## config.mk

```make
export PLATFORM = sky130hd
export DESIGN_NAME = interrupt_message_write_filter_unit_flat
export DESIGN_NICKNAME = d
export VERILOG_FILES = /design/src/hw/rtl/imwf_pkg.sv /design/src/hw/rtl/imwf_intf.sv /design/src/hw/rtl/imwf_classify.sv /design/src/hw/rtl/imwf_stats.sv /design/src/hw/rtl/interrupt_message_write_filter_unit.sv /design/src/flat_wrapper.sv
export SDC_FILE = /design/constraint.sdc
export NUM_CORES = 1
export LEC_CHECK = 0
export ABC_CLOCK_PERIOD_IN_PS = 4450
export BUFFER_PORTS_ARGS = -buffer_cell sky130_fd_sc_hd__buf_2
export CAP_MARGIN = 20
export CORE_AREA = 4 4 212 214
export CTS_CLUSTER_SIZE = 25
export DETAILED_ROUTE_END_ITERATION = 10
export DIE_AREA = 0 0 216 218
export GPL_TIMING_DRIVEN = 0
export PLACE_DENSITY = 0.47
export SETUP_SLACK_MARGIN = 0.1
export SLEW_MARGIN = 20
export SYNTH_ARGS = -nofsm -noshare
export SYNTH_HDL_FRONTEND = slang
export SYNTH_SLANG_ARGS = --single-unit
```

## constraint.sdc

```tcl
create_clock -name clk_i -period 4.45 [get_ports clk_i]
set_input_delay 0.445 -clock clk_i [delete_from_list [all_inputs] [get_ports clk_i]]
set_output_delay 0.445 -clock clk_i [all_outputs]
set_load 0.05 [all_outputs]
```

## src/hw/rtl/imwf_pkg.sv

```systemverilog
// shared types and constants for the interrupt message write filter
`default_nettype none

package imwf_pkg;

  localparam int unsigned ADDR_W  = 20;
  localparam int unsigned DATA_W  = 11;
  localparam int unsigned MODE_W  = 3;
  localparam int unsigned FIELD_W = 8;
  localparam int unsigned CNT_W   = 32;

  // legal vectors: zero, the nmi vector and everything from the first free one up
  localparam logic [FIELD_W-1:0] VEC_ZERO     = 8'd0;
  localparam logic [FIELD_W-1:0] VEC_NMI      = 8'd2;
  localparam logic [FIELD_W-1:0] VEC_FIRST_OK = 8'd16;

  typedef enum logic [2:0] {
    OUT_MALFORMED   = 3'd0,
    OUT_REDIRECT    = 3'd1,
    OUT_BAD_MODE    = 3'd2,
    OUT_BAD_VECTOR  = 3'd3,
    OUT_ACCEPTED    = 3'd4,
    OUT_UNAVAILABLE = 3'd5
  } outcome_e;

  typedef struct packed {
    logic [ADDR_W-1:0] address_offset;
    logic [DATA_W-1:0] message_data;
    logic              full_word_access;
    logic              target_accepts;
  } req_t;

  typedef struct packed {
    outcome_e           outcome;
    logic [FIELD_W-1:0] target_id;
    logic [FIELD_W-1:0] target_eid;
    logic [FIELD_W-1:0] interrupt_vector;
  } dec_t;

endpackage

`default_nettype wire

```

## src/hw/rtl/imwf_intf.sv

```systemverilog
// valid/ready channel interfaces for write requests and filter results
`default_nettype none

interface imwf_req_if;
  logic                         valid;
  logic                         ready;
  logic [imwf_pkg::ADDR_W-1:0]  address_offset;
  logic [imwf_pkg::DATA_W-1:0]  message_data;
  logic                         full_word_access;
  logic                         target_accepts;

  modport source (output valid, address_offset, message_data, full_word_access,
                  target_accepts, input ready);
  modport sink   (input valid, address_offset, message_data, full_word_access,
                  target_accepts, output ready);
endinterface

interface imwf_rsp_if;
  logic                         valid;
  logic                         ready;
  logic [2:0]                   outcome;
  logic                         deliver;
  logic [imwf_pkg::FIELD_W-1:0] target_id;
  logic [imwf_pkg::FIELD_W-1:0] target_eid;
  logic [imwf_pkg::FIELD_W-1:0] interrupt_vector;
  logic [imwf_pkg::CNT_W-1:0]   outcome_count;
  logic [imwf_pkg::CNT_W-1:0]   total_writes;

  modport source (output valid, outcome, deliver, target_id, target_eid,
                  interrupt_vector, outcome_count, total_writes, input ready);
  modport sink   (input valid, outcome, deliver, target_id, target_eid,
                  interrupt_vector, outcome_count, total_writes, output ready);
endinterface

`default_nettype wire

```

## src/hw/rtl/imwf_classify.sv

```systemverilog
// decode of one write beat and the filter chain that picks its outcome
`default_nettype none

module imwf_classify (
  input  imwf_pkg::req_t              req_i,
  input  logic [imwf_pkg::MODE_W-1:0] int_mode_i,
  output imwf_pkg::dec_t              dec_o
);
  import imwf_pkg::*;

  logic               malformed;
  logic               redirect;
  logic [MODE_W-1:0]  mode;
  logic [FIELD_W-1:0] vec;
  logic               vec_ok;

  always_comb begin
    malformed = !req_i.full_word_access || (req_i.address_offset[2:0] != 3'd0);
    redirect  = req_i.address_offset[3];
    mode      = req_i.message_data[10:8];
    vec       = req_i.message_data[7:0];
    vec_ok    = (vec == VEC_ZERO) || (vec == VEC_NMI) || (vec >= VEC_FIRST_OK);

    dec_o.target_id        = req_i.address_offset[19:12];
    dec_o.target_eid       = req_i.address_offset[11:4];
    dec_o.interrupt_vector = vec;

    if (malformed) begin
      dec_o.outcome          = OUT_MALFORMED;
      dec_o.target_id        = '0;
      dec_o.target_eid       = '0;
      dec_o.interrupt_vector = '0;
    end else if (redirect) begin
      dec_o.outcome = OUT_REDIRECT;
    end else if (mode != int_mode_i) begin
      dec_o.outcome = OUT_BAD_MODE;
    end else if (!vec_ok) begin
      dec_o.outcome = OUT_BAD_VECTOR;
    end else if (req_i.target_accepts) begin
      dec_o.outcome = OUT_ACCEPTED;
    end else begin
      dec_o.outcome = OUT_UNAVAILABLE;
    end
  end

endmodule

`default_nettype wire

```

## src/hw/rtl/imwf_stats.sv

```systemverilog
// wrapping statistics counters, one per outcome except malformed plus the all-writes count
`default_nettype none

module imwf_stats (
  input  logic                       clk_i,
  input  logic                       rst_ni,
  input  logic                       bump_i,
  input  imwf_pkg::outcome_e         outcome_i,
  output logic [imwf_pkg::CNT_W-1:0] outcome_count_o,
  output logic [imwf_pkg::CNT_W-1:0] total_writes_o
);
  import imwf_pkg::*;

  logic [CNT_W-1:0] total_q, total_d;
  logic [CNT_W-1:0] redir_q, bad_mode_q, bad_vec_q, accepted_q, unavail_q;
  logic [CNT_W-1:0] sel_d;

  always_comb begin
    total_d = total_q + 1'b1;
    case (outcome_i)
      OUT_REDIRECT:    sel_d = redir_q + 1'b1;
      OUT_BAD_MODE:    sel_d = bad_mode_q + 1'b1;
      OUT_BAD_VECTOR:  sel_d = bad_vec_q + 1'b1;
      OUT_ACCEPTED:    sel_d = accepted_q + 1'b1;
      OUT_UNAVAILABLE: sel_d = unavail_q + 1'b1;
      default:         sel_d = '0;
    endcase
  end

  assign outcome_count_o = sel_d;
  assign total_writes_o  = total_d;

  always_ff @(posedge clk_i or negedge rst_ni) begin
    if (!rst_ni) begin
      total_q    <= '0;
      redir_q    <= '0;
      bad_mode_q <= '0;
      bad_vec_q  <= '0;
      accepted_q <= '0;
      unavail_q  <= '0;
    end else if (bump_i) begin
      total_q <= total_d;
      case (outcome_i)
        OUT_REDIRECT:    redir_q    <= sel_d;
        OUT_BAD_MODE:    bad_mode_q <= sel_d;
        OUT_BAD_VECTOR:  bad_vec_q  <= sel_d;
        OUT_ACCEPTED:    accepted_q <= sel_d;
        OUT_UNAVAILABLE: unavail_q  <= sel_d;
        default:         ;
      endcase
    end
  end

endmodule

`default_nettype wire

```

## src/hw/rtl/interrupt_message_write_filter_unit.sv

```systemverilog
// top level of the interrupt message write filter
`default_nettype none

// Filters writes to the interrupt delivery window. Each accepted write beat
// yields exactly one result beat: an outcome code (malformed, redirect
// ignored, mode unsupported, bad vector, accepted, unavailable), the decoded
// target ID, EID and vector, a delivery request flag and the new values of
// the matching statistics counter and of the all-writes counter; all
// counters are 32 bits and wrap. The block is a two-register pipeline: the
// write is captured in an input register, then decode, filtering and the
// counter increment happen combinationally into the result register. A new
// write is taken every cycle while the result side does not stall. A result
// is presented from the result register once its write has left the input
// register. A result that waits holds the input register, so a stall on the
// result side stops the input after one more beat. The INT delivery mode
// code is written through cfg_we_i / cfg_wdata_i and resets to zero; the
// user must write it only while no write is in flight, as the block does
// not enforce this.
module interrupt_message_write_filter_unit (
  input  logic                        clk_i,
  input  logic                        rst_ni,
  input  logic                        cfg_we_i,
  input  logic [imwf_pkg::MODE_W-1:0] cfg_wdata_i,
  imwf_req_if.sink                    req_i,
  imwf_rsp_if.source                  rsp_o
);
  import imwf_pkg::*;

  logic [MODE_W-1:0] int_mode_q;

  logic s1_valid_q;
  req_t s1_req_q;
  req_t in_req;

  logic s2_valid_q;
  dec_t s2_dec_q;
  logic [CNT_W-1:0] s2_count_q;
  logic [CNT_W-1:0] s2_total_q;

  logic s2_free;
  logic s1_free;
  logic s1_move;

  dec_t dec;
  logic [CNT_W-1:0] count_d;
  logic [CNT_W-1:0] total_d;

  assign s2_free = !s2_valid_q || rsp_o.ready;
  assign s1_move = s1_valid_q && s2_free;
  assign s1_free = !s1_valid_q || s2_free;

  assign req_i.ready = s1_free;

  always_comb begin
    in_req.address_offset   = req_i.address_offset;
    in_req.message_data     = req_i.message_data;
    in_req.full_word_access = req_i.full_word_access;
    in_req.target_accepts   = req_i.target_accepts;
  end

  always_ff @(posedge clk_i or negedge rst_ni) begin
    if (!rst_ni) begin
      int_mode_q <= '0;
    end else if (cfg_we_i) begin
      int_mode_q <= cfg_wdata_i;
    end
  end

  // input register
  always_ff @(posedge clk_i or negedge rst_ni) begin
    if (!rst_ni) begin
      s1_valid_q <= 1'b0;
    end else if (s1_free) begin
      s1_valid_q <= req_i.valid;
    end
  end

  always_ff @(posedge clk_i) begin
    if (s1_free && req_i.valid) begin
      s1_req_q <= in_req;
    end
  end

  imwf_classify u_classify (
    .req_i      (s1_req_q),
    .int_mode_i (int_mode_q),
    .dec_o      (dec)
  );

  imwf_stats u_stats (
    .clk_i           (clk_i),
    .rst_ni          (rst_ni),
    .bump_i          (s1_move),
    .outcome_i       (dec.outcome),
    .outcome_count_o (count_d),
    .total_writes_o  (total_d)
  );

  // result register
  always_ff @(posedge clk_i or negedge rst_ni) begin
    if (!rst_ni) begin
      s2_valid_q <= 1'b0;
    end else if (s2_free) begin
      s2_valid_q <= s1_valid_q;
    end
  end

  always_ff @(posedge clk_i) begin
    if (s1_move) begin
      s2_dec_q   <= dec;
      s2_count_q <= count_d;
      s2_total_q <= total_d;
    end
  end

  assign rsp_o.valid            = s2_valid_q;
  assign rsp_o.outcome          = s2_dec_q.outcome;
  assign rsp_o.deliver          = (s2_dec_q.outcome == OUT_ACCEPTED) ||
                                  (s2_dec_q.outcome == OUT_UNAVAILABLE);
  assign rsp_o.target_id        = s2_dec_q.target_id;
  assign rsp_o.target_eid       = s2_dec_q.target_eid;
  assign rsp_o.interrupt_vector = s2_dec_q.interrupt_vector;
  assign rsp_o.outcome_count    = s2_count_q;
  assign rsp_o.total_writes     = s2_total_q;

endmodule

`default_nettype wire

```

## src/flat_wrapper.sv

```systemverilog
// flat-port wrapper written by rule: the top's interface ports become plain ports
module interrupt_message_write_filter_unit_flat import imwf_pkg::*;
  (clk_i, rst_ni, cfg_we_i, cfg_wdata_i, req_i_valid, req_i_address_offset, req_i_message_data, req_i_full_word_access, req_i_target_accepts, req_i_ready, rsp_o_valid, rsp_o_outcome, rsp_o_deliver, rsp_o_target_id, rsp_o_target_eid, rsp_o_interrupt_vector, rsp_o_outcome_count, rsp_o_total_writes, rsp_o_ready);
  imwf_req_if req_i_i ();
  imwf_rsp_if rsp_o_i ();
  input  logic clk_i;
  input  logic rst_ni;
  input  logic cfg_we_i;
  input  logic [imwf_pkg::MODE_W-1:0] cfg_wdata_i;
  input wire logic [$bits(req_i_i.valid)-1:0] req_i_valid;
  input wire logic [$bits(req_i_i.address_offset)-1:0] req_i_address_offset;
  input wire logic [$bits(req_i_i.message_data)-1:0] req_i_message_data;
  input wire logic [$bits(req_i_i.full_word_access)-1:0] req_i_full_word_access;
  input wire logic [$bits(req_i_i.target_accepts)-1:0] req_i_target_accepts;
  output wire logic [$bits(req_i_i.ready)-1:0] req_i_ready;
  output wire logic [$bits(rsp_o_i.valid)-1:0] rsp_o_valid;
  output wire logic [$bits(rsp_o_i.outcome)-1:0] rsp_o_outcome;
  output wire logic [$bits(rsp_o_i.deliver)-1:0] rsp_o_deliver;
  output wire logic [$bits(rsp_o_i.target_id)-1:0] rsp_o_target_id;
  output wire logic [$bits(rsp_o_i.target_eid)-1:0] rsp_o_target_eid;
  output wire logic [$bits(rsp_o_i.interrupt_vector)-1:0] rsp_o_interrupt_vector;
  output wire logic [$bits(rsp_o_i.outcome_count)-1:0] rsp_o_outcome_count;
  output wire logic [$bits(rsp_o_i.total_writes)-1:0] rsp_o_total_writes;
  input wire logic [$bits(rsp_o_i.ready)-1:0] rsp_o_ready;
  assign req_i_i.valid = req_i_valid;
  assign req_i_i.address_offset = req_i_address_offset;
  assign req_i_i.message_data = req_i_message_data;
  assign req_i_i.full_word_access = req_i_full_word_access;
  assign req_i_i.target_accepts = req_i_target_accepts;
  assign req_i_ready = req_i_i.ready;
  assign rsp_o_valid = rsp_o_i.valid;
  assign rsp_o_outcome = rsp_o_i.outcome;
  assign rsp_o_deliver = rsp_o_i.deliver;
  assign rsp_o_target_id = rsp_o_i.target_id;
  assign rsp_o_target_eid = rsp_o_i.target_eid;
  assign rsp_o_interrupt_vector = rsp_o_i.interrupt_vector;
  assign rsp_o_outcome_count = rsp_o_i.outcome_count;
  assign rsp_o_total_writes = rsp_o_i.total_writes;
  assign rsp_o_i.ready = rsp_o_ready;
  interrupt_message_write_filter_unit u_core (.clk_i(clk_i), .rst_ni(rst_ni), .cfg_we_i(cfg_we_i), .cfg_wdata_i(cfg_wdata_i), .req_i(req_i_i), .rsp_o(rsp_o_i));
endmodule
```

==> out/results.txt <==
Clock Latency Late Sink: 0.56 ns
Worst r2r src: u_core.s1_req_q[11]$_DFFE_PP_
Most frequent cells in the layout: nand2_1, dfrtp_1, buf_2
Util after Layout: 40.5%
CTS Buf Count: 39
Clock-pin slew on the worst setup and hold paths: 0.07 ns
Netlist cell types: 77
Share of post-route cells with drive strength above 1: 20.2%
Met2 Usage GRT: 30.6%
Setup Viol. Count Final: 0
CTS tree: built
Setup tns final: 0 ns
Iteration-0 DRC Markers: 690
Largest net degree at the start of global routing: 83
Global Route Usage Sum: 18.4%
H-tree Lvls: 2
Hold path startpoint: req_i_message_data[9]
M1 GR Usage: 24.4%
First-pass GRT wire length: 66.7 mm
P_leak: 0.00727 uW
Crit path from: u_core.s1_req_q[11]$_DFFE_PP_
PD cells: 419 mW/mm2
Area growth syn-to-layout: 22.8%
RD Place Congestion: 0.829
Relative slew slack: 40.6%
Max IR drop VDD: 0.213 mV
Post-synth EDFFs: 124
Endpoints failing hold: 0
Fill cells: 4231
Vias: 10400
Synth Register Bits: 321
R2R setup slack: 0.25 ns
Clk sinks: 321
Startpoint Class: flop
Syn_area_per_cell: 11.2 um2
Number of global-route vias before repair: 10700
Core ar.: 0.0429 mm2
Min cycle time layout: 4.20 ns
Worst-path fanout max: 10
Drt pass-1 iters: 5
Worst hold margin: 0.0526 ns
CP arrival: 4.48 ns
Worst path max stage delay: 0.46 ns
Top Usage Layer GRT: met2
Critical path's top delay family: buffers and inverters
Fin cells: 2072
Width of the die: 216 um
CP endpoint kind: flop
Warnings from Yosys: 0
Fin nets: 1499
CTS root buf: clkbuf_16
Hold path cells: 1
Die Height: 218 um
Met3 Usage GRT: 3.55%
Hold EP: u_core.s1_req_q[11]$_DFFE_PP_
Crit-path slowest cell: edfxtp_1
Final HPWL from detailed placement: 28.7 mm
Longest Clk Path Bufs: 3
Initial antenna violation count: 0
Worst-path cell chain: xnor2_2, nand3_2, buf_4, clkbuf_4, buf_4, o311ai_2, o22ai_2, inv_1, ha_1, o221ai_2, nor4bb_2, buf_4, nand3_4, nor4b_4, xor2_1, buf_4, nor2_1
Synth Flop Type: dfrtp_1
Die footprint: 0.0471 mm2
Post-synthesis sequential area ratio: 61.2%
Fin crit share: 94.3%
Initial core utilization: 33.0%
Critical R2R Capture: u_core.rsp_o.outcome_count[20]$_DFFE_PP_
Status: finished clean
Number of vias per cell: 5.00
Final instance area: 0.0174 mm2
GR Overflow Total: 0
Buffers added on ports: 134
Clk_skew: 0.0300 ns
Worst min path class: in2reg
Critical path's most frequent cell: buf_4
RSZ-0062 raised after global routing: false
FMAX: 0.238 GHz
Inst Count DP: 1983
Syn Inst Count: 1260
Number of placement rows: 76
Buf/Inv on CP: 6
Slew @ Worst Pin: 0.891 ns
Most common cell after layout, fill and taps aside: nand2_1
Post-synth ARST share: 61.4%
Worst Path Required: 4.73 ns
Routed wire length: 43.3 mm
Final antenna-violating net count: 0
R2r worst-path depth: 17
Mapped cell area: 0.0141 mm2
WL/cell: 20.9 um
Placed Area: 0.0157 mm2
Top Ports: 135
Synthesized net count: 1303
DR DRC count: 0
Crit path kind: reg2reg
MaxCap Viol Count: 0
Inserted Diodes: 0
Max-slew violations: 0
==> logic make-up (layout without fill, tap and decap cells) <==
group,count (synthesis),in the layout,synth area share [%]
buf+inv,96,323,2.81
mux,30,30,2.18
fa+ha+maj,2,2,0.177
xor+xnor,97,97,6.12
compound gates,260,260,11.3
simple gates,454,454,16.2
flops,321,321,61.2
==> where the power goes <==
part           total (uW)  internal [uW]  leakage, uW  switching (uW)
Clock                3210           1930     0.000635            1270
Sequential           3300           3230      0.00396            68.3
Combinational         774            193      0.00268             580
==> repair_timing <==
action | CTS | global route
resized for setup | 21 | 35
hold buffers | 1 | 0
pin swaps | 3 | 9
setup endpoints to repair | 120 | 106
endpoints found under the hold margin | 45 | 0
setup buffers | 5 | 11
==> per-stage QoR <==
stage / total power (uW) / setup slack, ns
global placement: 4090 / -0.749
finish: 7280 / 0.253
CTS: 7360 / 0.0627
detailed placement: 4110 / -0.428
floorplan: 3830 / 0.819
global route: 7570 / 0.0266
==> metal layers <==
layer / vias to the layer above / share of wire [%] / wire, um
li1: 4851 / - / -
met1: 5152 / 44 / 19100
met2: 286 / 48 / 20700
met3: 68 / 5.4 / 2350
met4: 0 / 2.5 / 1080
met5: - / 0 / 0
==> worst reg2reg max path, cell delays in order (launching register included) <==
cell      delay (ns)
edfxtp_1        0.46
xnor2_2         0.23
nand3_2         0.13
buf_4           0.24
clkbuf_4        0.24
buf_4           0.23
o311ai_2        0.30
o22ai_2         0.19
inv_1           0.09
ha_1            0.20
o221ai_2        0.15
nor4bb_2        0.30
buf_4           0.19
nand3_4         0.19
nor4b_4         0.35
xor2_1          0.21
buf_4           0.16
nor2_1          0.05
==> worst max path at each step <==
stage | endpoint | cells after the start
2_1_floorplan | u_core.rsp_o.outcome_count[20]$_DFFE_PP_ | 16
6_report | u_core.rsp_o.outcome_count[20]$_DFFE_PP_ | 17
5_1_grt | u_core.rsp_o.outcome_count[20]$_DFFE_PP_ | 17
4_1_cts | u_core.rsp_o.outcome_count[20]$_DFFE_PP_ | 15
3_5_place_dp | u_core.rsp_o.outcome_count[20]$_DFFE_PP_ | 15
3_3_place_gp | u_core.u_stats.redir_q[14]$_DFFE_PN0P_ | 1
==> synth_stat cells (24+ instances only) <==
| library cell | instances | area (um2) |
|---|---|---|
| clkbuf_1 | 51 | 191 |
| xnor2_1 | 52 | 455 |
| o21ai_1 | 31 | 155 |
| and2_1 | 30 | 188 |
| nand2_1 | 224 | 841 |
| nor2_1 | 65 | 244 |
| mux2i_1 | 24 | 240 |
| a21oi_1 | 28 | 140 |
| o21ai_0 | 107 | 536 |
| o31ai_1 | 39 | 293 |
| xor2_1 | 43 | 377 |
| dfrtp_1 | 197 | 4930 |
| nand3_1 | 45 | 225 |
| edfxtp_1 | 124 | 3720 |
==> final cells by class <==
type | instances | area (um2) | area share [%]
clock inverter | 13 | 135 | 0.778
clock buffer | 59 | 1160 | 6.70
buffer | 77 | 374 | 2.15
sequential | 321 | 8650 | 49.8
timing repair buffer | 155 | 921 | 5.30
multi-input combinational | 843 | 5310 | 30.6
inverter | 19 | 71.3 | 0.411
tap | 585 | 732 | 4.22
==> sequential cells by signal (all words and copies together), names as in the netlist <==
signal and cells:
u_core.u_stats.bad_vec_q 32, u_core.s1_valid_q 1, u_core.rsp_o.target_id 8, u_core.u_stats.bad_mode_q 32, u_core.u_stats.accepted_q 32, u_core.rsp_o.interrupt_vector 8
u_core.rsp_o.outcome_count 32, u_core.rsp_o.outcome 3, u_core.u_stats.total_q 32, u_core.u_stats.unavail_q 32, u_core.int_mode_q 3, u_core.rsp_o.total_writes 32
u_core.rsp_o.valid 1, u_core.s1_req_q 33, u_core.u_stats.redir_q 32, u_core.rsp_o.target_eid 8
Note: power is estimated with default switching activity, not from simulation.
